### src/sv/sha256_pkg.sv
// ============================================================================
// SHA-256 package
// Shared types, constants and a rotate function for the byte stream hasher.
// ============================================================================
package sha256_pkg;

    localparam int unsigned BLOCK_BYTES = 64;
    localparam int unsigned LEN_POS     = 56;
    localparam int unsigned ROUNDS      = 64;

    typedef struct packed {
        logic [7:0] data_byte;
        logic       byte_valid;
        logic       end_of_message;
    } t_in_item;

    typedef struct packed {
        logic [31:0] digest_word;
        logic [2:0]  word_index;
        logic        last_word;
    } t_out_item;

    typedef enum logic [2:0] {
        ST_IDLE,
        ST_ROUNDS,
        ST_UPDATE,
        ST_PAD,
        ST_EMIT
    } t_state;

    // Byte source for a buffer write
    typedef enum logic [1:0] {
        SRC_DATA,
        SRC_PAD80,
        SRC_ZERO,
        SRC_LEN
    } t_src;

    typedef struct packed {
        logic       buf_wr;
        t_src       src;
        logic       fill_inc;
        logic       fill_clr;
        logic       start_block;
        logic       round;
        logic       update;
        logic       add_512;
        logic       latch_total;
        logic       reset_msg;
        logic       emit_load;
        logic       emit_next;
    } t_cmd;

    typedef struct packed {
        logic [5:0] fill;
        logic       rounds_done;
        logic       last_emit;
    } t_status;

    localparam logic [31:0] H_INIT [8] = '{
        32'h6a09e667, 32'hbb67ae85, 32'h3c6ef372, 32'ha54ff53a,
        32'h510e527f, 32'h9b05688c, 32'h1f83d9ab, 32'h5be0cd19};

    localparam logic [31:0] K_TAB [64] = '{
        32'h428a2f98, 32'h71374491, 32'hb5c0fbcf, 32'he9b5dba5,
        32'h3956c25b, 32'h59f111f1, 32'h923f82a4, 32'hab1c5ed5,
        32'hd807aa98, 32'h12835b01, 32'h243185be, 32'h550c7dc3,
        32'h72be5d74, 32'h80deb1fe, 32'h9bdc06a7, 32'hc19bf174,
        32'he49b69c1, 32'hefbe4786, 32'h0fc19dc6, 32'h240ca1cc,
        32'h2de92c6f, 32'h4a7484aa, 32'h5cb0a9dc, 32'h76f988da,
        32'h983e5152, 32'ha831c66d, 32'hb00327c8, 32'hbf597fc7,
        32'hc6e00bf3, 32'hd5a79147, 32'h06ca6351, 32'h14292967,
        32'h27b70a85, 32'h2e1b2138, 32'h4d2c6dfc, 32'h53380d13,
        32'h650a7354, 32'h766a0abb, 32'h81c2c92e, 32'h92722c85,
        32'ha2bfe8a1, 32'ha81a664b, 32'hc24b8b70, 32'hc76c51a3,
        32'hd192e819, 32'hd6990624, 32'hf40e3585, 32'h106aa070,
        32'h19a4c116, 32'h1e376c08, 32'h2748774c, 32'h34b0bcb5,
        32'h391c0cb3, 32'h4ed8aa4a, 32'h5b9cca4f, 32'h682e6ff3,
        32'h748f82ee, 32'h78a5636f, 32'h84c87814, 32'h8cc70208,
        32'h90befffa, 32'ha4506ceb, 32'hbef9a3f7, 32'hc67178f2};

    function automatic logic [31:0] ror(input logic [31:0] x, input int unsigned n);
        ror = (x >> n) | (x << (32 - n));
    endfunction

endpackage

### src/sv/sha256_byte_stream_hash.sv
// ============================================================================
// SHA-256 byte stream hash
// Top level: controller plus datapath.
// ============================================================================
// One byte per transfer is taken into a 64-byte block held as the 16-word
// message schedule. The 64th byte of a block starts the compression: 64
// rounds, one round per cycle, then the chaining update, with input stalled
// until the block is done. An end transfer pads the block one byte per
// cycle (and an extra block when the length does not fit), runs the rounds,
// then presents the eight digest words, one per output transfer, and
// returns to the initial chaining values.
module sha256_byte_stream_hash (
    input  logic                  i_clk,
    input  logic                  i_rst_n,
    input  logic                  i_in_valid,
    input  sha256_pkg::t_in_item  i_in_item,
    output logic                  o_in_stall,
    output logic                  o_out_valid,
    input  logic                  i_out_stall,
    output sha256_pkg::t_out_item o_out_item
);
    import sha256_pkg::*;

    t_cmd    cmd;
    t_status status;

    sha256_ctrl u_ctrl (
        .i_clk      (i_clk),
        .i_rst_n    (i_rst_n),
        .i_in_valid (i_in_valid),
        .i_in_item  (i_in_item),
        .o_in_stall (o_in_stall),
        .o_out_valid(o_out_valid),
        .i_out_stall(i_out_stall),
        .i_status   (status),
        .o_cmd      (cmd)
    );

    sha256_datapath u_dp (
        .i_clk      (i_clk),
        .i_rst_n    (i_rst_n),
        .i_data_byte(i_in_item.data_byte),
        .i_cmd      (cmd),
        .o_status   (status),
        .o_out_item (o_out_item)
    );
endmodule

### src/sv/sha256_datapath.sv
// ============================================================================
// SHA-256 datapath
// Block buffer as a 16-word schedule shift line, working registers, chaining
// words, length counter and digest output register.
// ============================================================================
module sha256_datapath (
    input  logic                  i_clk,
    input  logic                  i_rst_n,
    input  logic [7:0]            i_data_byte,
    input  sha256_pkg::t_cmd      i_cmd,
    output sha256_pkg::t_status   o_status,
    output sha256_pkg::t_out_item o_out_item
);
    import sha256_pkg::*;

    logic [31:0] r_w [16];
    logic [31:0] r_v [8];
    logic [31:0] r_h [8];
    logic [5:0]  r_fill;
    logic [63:0] r_bits;
    logic [63:0] r_total;
    logic [5:0]  r_round;
    logic [2:0]  r_oidx;

    logic [7:0]  wr_byte;
    logic [31:0] w_new, s0, s1, t1, t2;

    always_comb begin
        case (i_cmd.src)
            SRC_DATA:  wr_byte = i_data_byte;
            SRC_PAD80: wr_byte = 8'h80;
            SRC_ZERO:  wr_byte = 8'h00;
            SRC_LEN:   wr_byte = r_total[63 - 8*(r_fill[2:0]) -: 8];
            default:   wr_byte = 8'h00;
        endcase
        s0 = ror(r_w[1], 7) ^ ror(r_w[1], 18) ^ (r_w[1] >> 3);
        s1 = ror(r_w[14], 17) ^ ror(r_w[14], 19) ^ (r_w[14] >> 10);
        w_new = s1 + r_w[9] + s0 + r_w[0];
        t1 = r_v[7] + (ror(r_v[4], 6) ^ ror(r_v[4], 11) ^ ror(r_v[4], 25))
            + ((r_v[4] & r_v[5]) ^ (~r_v[4] & r_v[6])) + K_TAB[r_round] + r_w[0];
        t2 = (ror(r_v[0], 2) ^ ror(r_v[0], 13) ^ ror(r_v[0], 22))
            + ((r_v[0] & r_v[1]) ^ (r_v[0] & r_v[2]) ^ (r_v[1] & r_v[2]));
    end

    // Bytes shift in at the tail; after 64 bytes word 0 is the first word.
    always_ff @(posedge i_clk) begin
        if (i_cmd.buf_wr) begin
            if (r_fill[1:0] == 2'd0) begin
                for (int i = 0; i < 15; i++) r_w[i] <= r_w[i+1];
                r_w[15] <= {r_w[15][23:0], wr_byte};
            end else begin
                r_w[15] <= {r_w[15][23:0], wr_byte};
            end
        end else if (i_cmd.round) begin
            for (int i = 0; i < 15; i++) r_w[i] <= r_w[i+1];
            r_w[15] <= w_new;
        end
        if (i_cmd.start_block) begin
            for (int i = 0; i < 8; i++) r_v[i] <= r_h[i];
        end else if (i_cmd.round) begin
            r_v[7] <= r_v[6]; r_v[6] <= r_v[5]; r_v[5] <= r_v[4];
            r_v[4] <= r_v[3] + t1;
            r_v[3] <= r_v[2]; r_v[2] <= r_v[1]; r_v[1] <= r_v[0];
            r_v[0] <= t1 + t2;
        end
        if (i_cmd.latch_total) r_total <= r_bits + {55'd0, r_fill, 3'd0};
        if (i_cmd.emit_load) begin
            o_out_item <= '{digest_word: r_h[0], word_index: 3'd0, last_word: 1'b0};
        end else if (i_cmd.emit_next) begin
            o_out_item <= '{digest_word: r_h[r_oidx], word_index: r_oidx,
                            last_word: (r_oidx == 3'd7)};
        end
    end

    always_ff @(posedge i_clk) begin
        if (!i_rst_n) begin
            for (int i = 0; i < 8; i++) r_h[i] <= H_INIT[i];
            r_fill  <= '0;
            r_bits  <= '0;
            r_round <= '0;
            r_oidx  <= '0;
        end else begin
            if (i_cmd.fill_clr)      r_fill <= '0;
            else if (i_cmd.fill_inc) r_fill <= r_fill + 6'd1;
            if (i_cmd.start_block)   r_round <= '0;
            else if (i_cmd.round)    r_round <= r_round + 6'd1;
            if (i_cmd.reset_msg) begin
                for (int i = 0; i < 8; i++) r_h[i] <= H_INIT[i];
                r_bits <= '0;
            end else begin
                if (i_cmd.update)
                    for (int i = 0; i < 8; i++) r_h[i] <= r_h[i] + r_v[i];
                if (i_cmd.add_512) r_bits <= r_bits + 64'd512;
            end
            if (i_cmd.emit_load)      r_oidx <= 3'd1;
            else if (i_cmd.emit_next) r_oidx <= r_oidx + 3'd1;
        end
    end

    assign o_status.fill        = r_fill;
    assign o_status.rounds_done = (r_round == 6'(ROUNDS - 1));
    assign o_status.last_emit   = o_out_item.last_word;

`ifndef SYNTHESIS
    a_fill_clr: assert property (@(posedge i_clk) disable iff (!i_rst_n)
        i_cmd.fill_clr |=> r_fill == 6'd0) else $error("fill not cleared");
    a_round_adv: assert property (@(posedge i_clk) disable iff (!i_rst_n)
        i_cmd.round && !i_cmd.start_block |=> r_round == $past(r_round) + 6'd1)
        else $error("round counter");
    a_reset_h: assert property (@(posedge i_clk) disable iff (!i_rst_n)
        i_cmd.reset_msg |=> r_h[0] == H_INIT[0] && r_bits == 64'd0)
        else $error("chain not reset");
`endif
endmodule

### src/sv/sha256_ctrl.sv
// ============================================================================
// SHA-256 controller
// Sequences byte loading, rounds, padding and digest emission.
// ============================================================================
module sha256_ctrl (
    input  logic                 i_clk,
    input  logic                 i_rst_n,
    input  logic                 i_in_valid,
    input  sha256_pkg::t_in_item i_in_item,
    output logic                 o_in_stall,
    output logic                 o_out_valid,
    input  logic                 i_out_stall,
    input  sha256_pkg::t_status  i_status,
    output sha256_pkg::t_cmd     o_cmd
);
    import sha256_pkg::*;

    t_state r_state, n_state;
    logic   r_final, n_final;   // finishing the message
    logic   r_lendone, n_lendone; // length block written
    logic   r_padded, n_padded; // 0x80 byte written
    logic   r_ovf, n_ovf;       // length does not fit in the current block
    logic   r_ovalid, n_ovalid;
    logic   acc;

    always_ff @(posedge i_clk) begin
        if (!i_rst_n) begin
            r_state   <= ST_IDLE;
            r_final   <= 1'b0;
            r_lendone <= 1'b0;
            r_padded  <= 1'b0;
            r_ovf     <= 1'b0;
            r_ovalid  <= 1'b0;
        end else begin
            r_state   <= n_state;
            r_final   <= n_final;
            r_lendone <= n_lendone;
            r_padded  <= n_padded;
            r_ovf     <= n_ovf;
            r_ovalid  <= n_ovalid;
        end
    end

    assign o_in_stall  = (r_state != ST_IDLE);
    assign o_out_valid = r_ovalid;
    assign acc         = i_in_valid && !o_in_stall;

    always_comb begin
        n_state   = r_state;
        n_final   = r_final;
        n_lendone = r_lendone;
        n_padded  = r_padded;
        n_ovf     = r_ovf;
        n_ovalid  = r_ovalid;
        o_cmd     = '0;
        o_cmd.src = SRC_DATA;
        case (r_state)
            ST_IDLE: begin
                if (acc) begin
                    if (i_in_item.byte_valid) begin
                        o_cmd.buf_wr   = 1'b1;
                        o_cmd.fill_inc = 1'b1;
                    end
                    if (i_in_item.byte_valid && i_status.fill == 6'd63) begin
                        n_state = ST_ROUNDS;
                        o_cmd.start_block = 1'b1;
                        o_cmd.add_512 = 1'b1;
                        n_final = i_in_item.end_of_message;
                        n_lendone = 1'b0;
                    end else if (i_in_item.end_of_message) begin
                        n_state = ST_PAD;
                        n_final = 1'b1;
                        n_lendone = 1'b0;
                    end
                end
            end
            ST_PAD: begin
                // first pad cycle: total taken before the 0x80 byte
                o_cmd.buf_wr   = 1'b1;
                o_cmd.fill_inc = 1'b1;
                o_cmd.latch_total = 1'b1;
                o_cmd.src = SRC_PAD80;
                n_state = ST_UPDATE;
                n_lendone = 1'b0;
                n_padded = 1'b1;
                n_ovf = (i_status.fill >= 6'(LEN_POS)) && (i_status.fill != 6'd63);
                if (i_status.fill == 6'd63) begin
                    o_cmd.start_block = 1'b1;
                    n_state = ST_ROUNDS;
                end else begin
                    n_state = ST_EMIT;
                    n_ovalid = 1'b0;
                end
            end
            ST_EMIT: begin
                // reused as zero/length fill while not yet emitting
                if (!r_lendone) begin
                    o_cmd.buf_wr   = 1'b1;
                    o_cmd.fill_inc = 1'b1;
                    o_cmd.src = (i_status.fill >= 6'(LEN_POS) && !r_ovf) ?
                                SRC_LEN : SRC_ZERO;
                    if (i_status.fill == 6'd63) begin
                        o_cmd.start_block = 1'b1;
                        n_lendone = !r_ovf;
                        n_ovf = 1'b0;
                        n_state = ST_ROUNDS;
                    end
                end else if (!r_ovalid) begin
                    o_cmd.emit_load = 1'b1;
                    n_ovalid = 1'b1;
                end else if (!i_out_stall) begin
                    if (i_status.last_emit) begin
                        n_ovalid = 1'b0;
                        n_final = 1'b0;
                        n_lendone = 1'b0;
                        n_padded = 1'b0;
                        n_ovf = 1'b0;
                        o_cmd.reset_msg = 1'b1;
                        o_cmd.fill_clr = 1'b1;
                        n_state = ST_IDLE;
                    end else begin
                        o_cmd.emit_next = 1'b1;
                    end
                end
            end
            ST_ROUNDS: begin
                o_cmd.round = 1'b1;
                if (i_status.rounds_done) n_state = ST_UPDATE;
            end
            ST_UPDATE: begin
                o_cmd.update = 1'b1;
                if (!r_final)      n_state = ST_IDLE;
                else if (r_padded) n_state = ST_EMIT;
                else               n_state = ST_PAD;
            end
            default: n_state = ST_IDLE;
        endcase
    end

`ifndef SYNTHESIS
    a_no_accept_busy: assert property (@(posedge i_clk) disable iff (!i_rst_n)
        r_state != ST_IDLE |-> o_in_stall) else $error("accept while busy");
    a_out_only_emit: assert property (@(posedge i_clk) disable iff (!i_rst_n)
        r_ovalid |-> r_state == ST_EMIT) else $error("output outside emit");
    a_round_enter: assert property (@(posedge i_clk) disable iff (!i_rst_n)
        o_cmd.start_block |=> r_state == ST_ROUNDS) else $error("no rounds");
`endif
endmodule
### config.mk
export PLATFORM = sky130hd
export DESIGN_NAME = sha256_byte_stream_hash
export DESIGN_NICKNAME = d
export VERILOG_FILES = /design/src/sv/sha256_pkg.sv /design/src/sv/sha256_byte_stream_hash.sv /design/src/sv/sha256_datapath.sv /design/src/sv/sha256_ctrl.sv
export SDC_FILE = /design/constraint.sdc
export NUM_CORES = 2
export LEC_CHECK = 0
export BUFFER_PORTS_ARGS = -buffer_cell sky130_fd_sc_hd__buf_2
export CAP_MARGIN = 20
export CORE_MARGIN = 5
export CORE_UTILIZATION = 45
export DETAILED_ROUTE_END_ITERATION = 8
export HOLD_SLACK_MARGIN = 0.05
export PLACE_DENSITY = 0.6
export SYNTH_ARGS = -nofsm -noshare
export SYNTH_HDL_FRONTEND = slang
export SYNTH_SLANG_ARGS = --single-unit
### constraint.sdc
create_clock -name i_clk -period 24.5 [get_ports i_clk]
set_input_delay 3.675 -clock i_clk [delete_from_list [all_inputs] [get_ports i_clk]]
set_output_delay 3.675 -clock i_clk [all_outputs]
set_load 0.01 [all_outputs]
After elaboration in Yosys (flattened, before gate mapping) --
Memory sizes are Yosys's and may differ from the RTL's. Cells that the tools add are included.
Cells by class: bitwise operators 70, mux-type cells 132, reductions and logical operators 24, add/sub/neg operators 24, shift operators 1, eq/ne operators 23, $lt $le $gt $ge 2
Operators with widths (count):
- $mux 32 | 43
- $add 32x32->32 | 18
- $xor 32x32->32 | 9
- $and 32x32->32 | 5
- $mux 36 | 2
- $shiftx 71x33->8 | 1
- $add 64x10->64 const B | 1
- $add 64x9->64 | 1
- $mux 1 | 61
- $mux 3 | 14
- $or 1x1->1 | 41
- $not 32->32 | 1
- $or 10x32->32 | 1
- $or 13x32->32 | 1
- $or 14x32->32 | 1
- $or 15x32->32 | 1
- $or 19x32->32 | 1
- $or 21x32->32 | 1
- $or 25x32->32 | 1
- $or 26x32->32 | 1
- $or 30x32->32 | 1
- $or 7x32->32 | 1
- $pmux 8 s4 | 1
- $xor 32x22->32 | 1
- 35 further kinds | 67
Storage, ports and cells: input port bits 14, RAM bits 1024, memory bits (read-only) 2048, memories 4, bits in registers 187, output and inout port bits 38, word-level logic and storage cells 295
Memory list:
- (name not given) | words 64, bits a word 32, rd ports 1, clocked after memory_dff 0, wr ports 0, line sha256_datapath.sv:40 | + ((r_v[4] & r_v[5]) ^ (~r_v[4] & r_v[6])) + K_TAB[r_round] + r_w[0];
- u_dp.r_w | words 16, bits a word 32, rd ports 16, clocked after memory_dff 0, wr ports 16, line sha256_datapath.sv:16 | logic [31:0] r_w [16];
- u_dp.r_h | words 8, bits a word 32, rd ports 9, clocked after memory_dff 0, wr ports 8, line sha256_datapath.sv:18 | logic [31:0] r_h [8];
- u_dp.r_v | words 8, bits a word 32, rd ports 8, clocked after memory_dff 0, wr ports 8, line sha256_datapath.sv:17 | logic [31:0] r_v [8];

Longest topological paths before layout --
depth after elaboration 10, mapped depth 39

Hierarchy --
A second synthesis with hierarchy kept.
Second synthesis, totals: cell total of the unflattened synthesis 6568, area, all modules 71827.6 sq um
Modules (own cells, without submodules):
- sha256_datapath | cells each 6486, sequential area each 34703.3 sq um, area an instance 71192.0 sq um, instances 1
- sha256_ctrl | cells each 82, sequential area each 160.2 sq um, area an instance 635.6 sq um, instances 1

Worst setup path after synthesis --
No wires, ideal clock.
path type in2reg, start in i_in_valid, end mem u_dp.r_v[0][0], enable pin, buffers on the path 2, stages on the path 5, data arrival time 22.190 ns, slack 1.082 ns, required time 23.272 ns, library setup time 1.228 ns, cells stage by stage nand3_1 and3_1 clkbuf_1 clkbuf_1 o21ai_0
RTL lines:
- from (decl) | line sha256_byte_stream_hash.sv:15 | input logic i_in_valid,
- to (decl) | line sha256_datapath.sv:17

==> out/qor.yml <==
hold_buffers: 0
drtIter0Drc: 5113
routedWlPerCell_um: 25.0
clockBufferDepth: 3
clockRootBuffer: "clkbuf_16"
setup_viol_count_final: 0
setup_tns_ps: 0
initial_core_util_pct: 45.1
finalClockSkew_ps: 40.0
ys.flop_type: "edfxtp_1"
drc: 0
synth.distinct_cells: 86
fin_util_pct: 49.4
yosys.area.top_type_share_pct: 45.1
h-tree-depth: 4
synth.avg_cell_area_um2: 10.9
path_clk_slew_ps: 60
routabilityCongestion: 0.945
grt_max_degree: 146
die_y_um: 411
io_pins: 52
fmax_mhz: 90.3
final_net_count: 7224
ys_seq_area_share_pct: 48.3
portBuffers: 51
synthCells: 6645
end_kind: "flip-flop"
r2r_slack_ps: 13420
routed_via_density: 5.88
finalMaxSlewViolations: 0
required_ps: 25000
cts.repair.resized: 0
tritoncts: "built"
post-route-period-util_pct: 45.2
antenna_found_initial: 2
synthArstFlopShare_pct: 0
syn_nets: 7251
drive_gt1_share_pct: 7.03
die_width_um: 411
postRouteAntennaNets: 0
yosys.area.top_type: "edfxtp_1"
placementRows: 147
drt-total-wl_um: 220000
cp_slowest_cell: "a2111oi_0"
synth_enable_flop_cells: 1085
period_needed_ps: 11080
rsz0062_at_grt: "false"
relSlewSlack_pct: 11.7
path_delay_family: "compound AO/OA/AOI/OAI gates"
status: "complete, no violations"
hold_path_class: "reg -> reg"
core_mm2: 0.160
die-area_mm2: 0.169
hpwl_um: 165000
start_kind: "flip-flop"
dr.pass1.iters: 7
grt_pass1_vias: 49000
hold_violations: 0
grt_usage_pct: 25.7
vias: 51800
crit_top_cell: "fa_1"
postCtsSetupBuffers: 0
tightest_slew_ps: 1310
synth_area_mm2: 0.0722
grt_pass1_wl_um: 325000
clock_latency_ps: 780
grt-ovfl-total: 0
hold_ws_ps: 410
numCtsBuffers: 136
clock-sinks: 1199
slowest_delay_ps: 760
cp.arrival_ps: 11580
worstPathBufferInverterCount: 4
yosys_warnings: 0
drv_cap: 0
syn_to_final_growth_pct: 9.56
synthTopCellsByArea: "edfxtp_1 45%, ha_1 6.9%, nand2_1 5.7%"
timing_worst_setup_path_type: "reg -> reg"
cp_max_fo: 27
ys_ff_latch: 1199
==> per-layer routing <==
metal / vias up / global-route usage (%) / routed length (um)
met5: - / 0 / 13
met3: 312 / 4.43 / 15500
met2: 1833 / 41.2 / 102000
met4: 2 / 7.34 / 6560
met1: 25800 / 36.1 / 96200
li1: 23900 / - / -
==> cell families (layout without fill, tap and decap cells) <==
group | Yosys count | after routing | share of synthesized area, %
xor+xnor | 587 | 587 | 7.14
fa+ha+maj | 616 | 616 | 12.6
other cells | 0 | 1 | 0
mux | 174 | 174 | 3.82
compound gates | 1435 | 1435 | 12.5
buf+inv | 592 | 675 | 3.08
flops | 1199 | 1199 | 48.3
simple gates | 2042 | 2042 | 12.5
==> flip-flops by register name, indices dropped and copies added, names as in the netlist <==
name,cells
u_ctrl.r_lendone,1
u_dp.r_oidx,3
u_ctrl.o_out_valid,1
u_dp.r_w,512
u_ctrl.r_state,3
u_ctrl.r_padded,1
u_dp.r_round,6
u_dp.r_h,256
u_ctrl.r_final,1
u_dp.o_out_item,36
u_dp.r_total,61
u_dp.r_v,256
u_dp.r_bits,55
u_dp.r_fill,6
u_ctrl.r_ovf,1
==> path summary, 6_finish.rpt <==
kind                     from          endpoint  cells past startpoint
max           u_dp.r_round[0]   u_dp.r_v[0][30]                     33
min          u_dp.r_w[0][350]  u_dp.r_w[0][318]                      0
max reg2reg   u_dp.r_round[0]   u_dp.r_v[0][30]                     33
min reg2reg  u_dp.r_w[0][350]  u_dp.r_w[0][318]                      0
==> cells in the mapped netlist (13+ instances only) <==
cell type,count
a211o_1,14
a211oi_1,64
a21boi_0,15
a21o_1,180
a21oi_1,379
a221oi_1,16
a311oi_1,18
a31oi_1,50
and2_1,21
and3_1,57
buf_1,29
clkbuf_1,263
dfxtp_1,114
edfxtp_1,1085
fa_1,195
ha_1,397
inv_1,294
maj3_1,24
mux2i_1,84
mux4_2,80
nand2_1,1087
nand2b_1,74
nand3_1,94
nand3b_1,15
nand4_1,27
nor2_1,373
nor2b_1,55
nor3_1,103
nor3b_1,20
nor4_1,19
o211ai_1,46
o21a_1,71
o21ai_0,392
o21bai_1,34
o311ai_0,13
o31ai_1,28
or2_2,13
or3_1,47
xnor2_1,373
xor2_1,213
==> placed cells by master, fill, tap and decap left out, types with 84 or more instances in the layout <==
cell	instances
nor3_1	103
nand2_1	1079
inv_1	294
fa_1	195
xnor2_1	373
xor2_1	213
mux2i_1	84
nand3_1	94
edfxtp_1	1085
nor2_1	372
dfxtp_1	108
ha_1	397
a21oi_1	379
a21o_1	180
o21ai_0	389
clkbuf_16	140
==> worst reg2reg max path: cells and delay by family (launching register included) <==
family / cells / cell delay, ps
xor+xnor: 2 / 350
buf+inv: 4 / 1170
compound gates: 15 / 4670
simple gates: 5 / 1160
flops: 1 / 300
fa+ha+maj: 7 / 3150
==> final cells by class <==
class | instances | area, um2
Antenna cell | 1 | 2.50
Clock buffer | 182 | 3740
Clock inverter | 66 | 704
Fill cell | 14500 | 80900
Inverter | 299 | 1120
Multi-Input combinational cell | 4854 | 35200
Sequential cell | 1199 | 34900
Tap cell | 2086 | 2610
Timing Repair Buffer | 128 | 846
==> through the flow <==
step	std cells	area, um2	worst slack, ps
6_report	8815	79100	13420
5_1_grt	8814	79100	12910
4_1_cts	8814	79100	13520
3_5_place_dp	8566	74700	13600
3_3_place_gp	8564	74600	13660
2_1_floorplan	6645	72200	1080
Power is not shown: default switching activity piles up to over one toggle a cycle in this logic, so the estimate is an artifact.
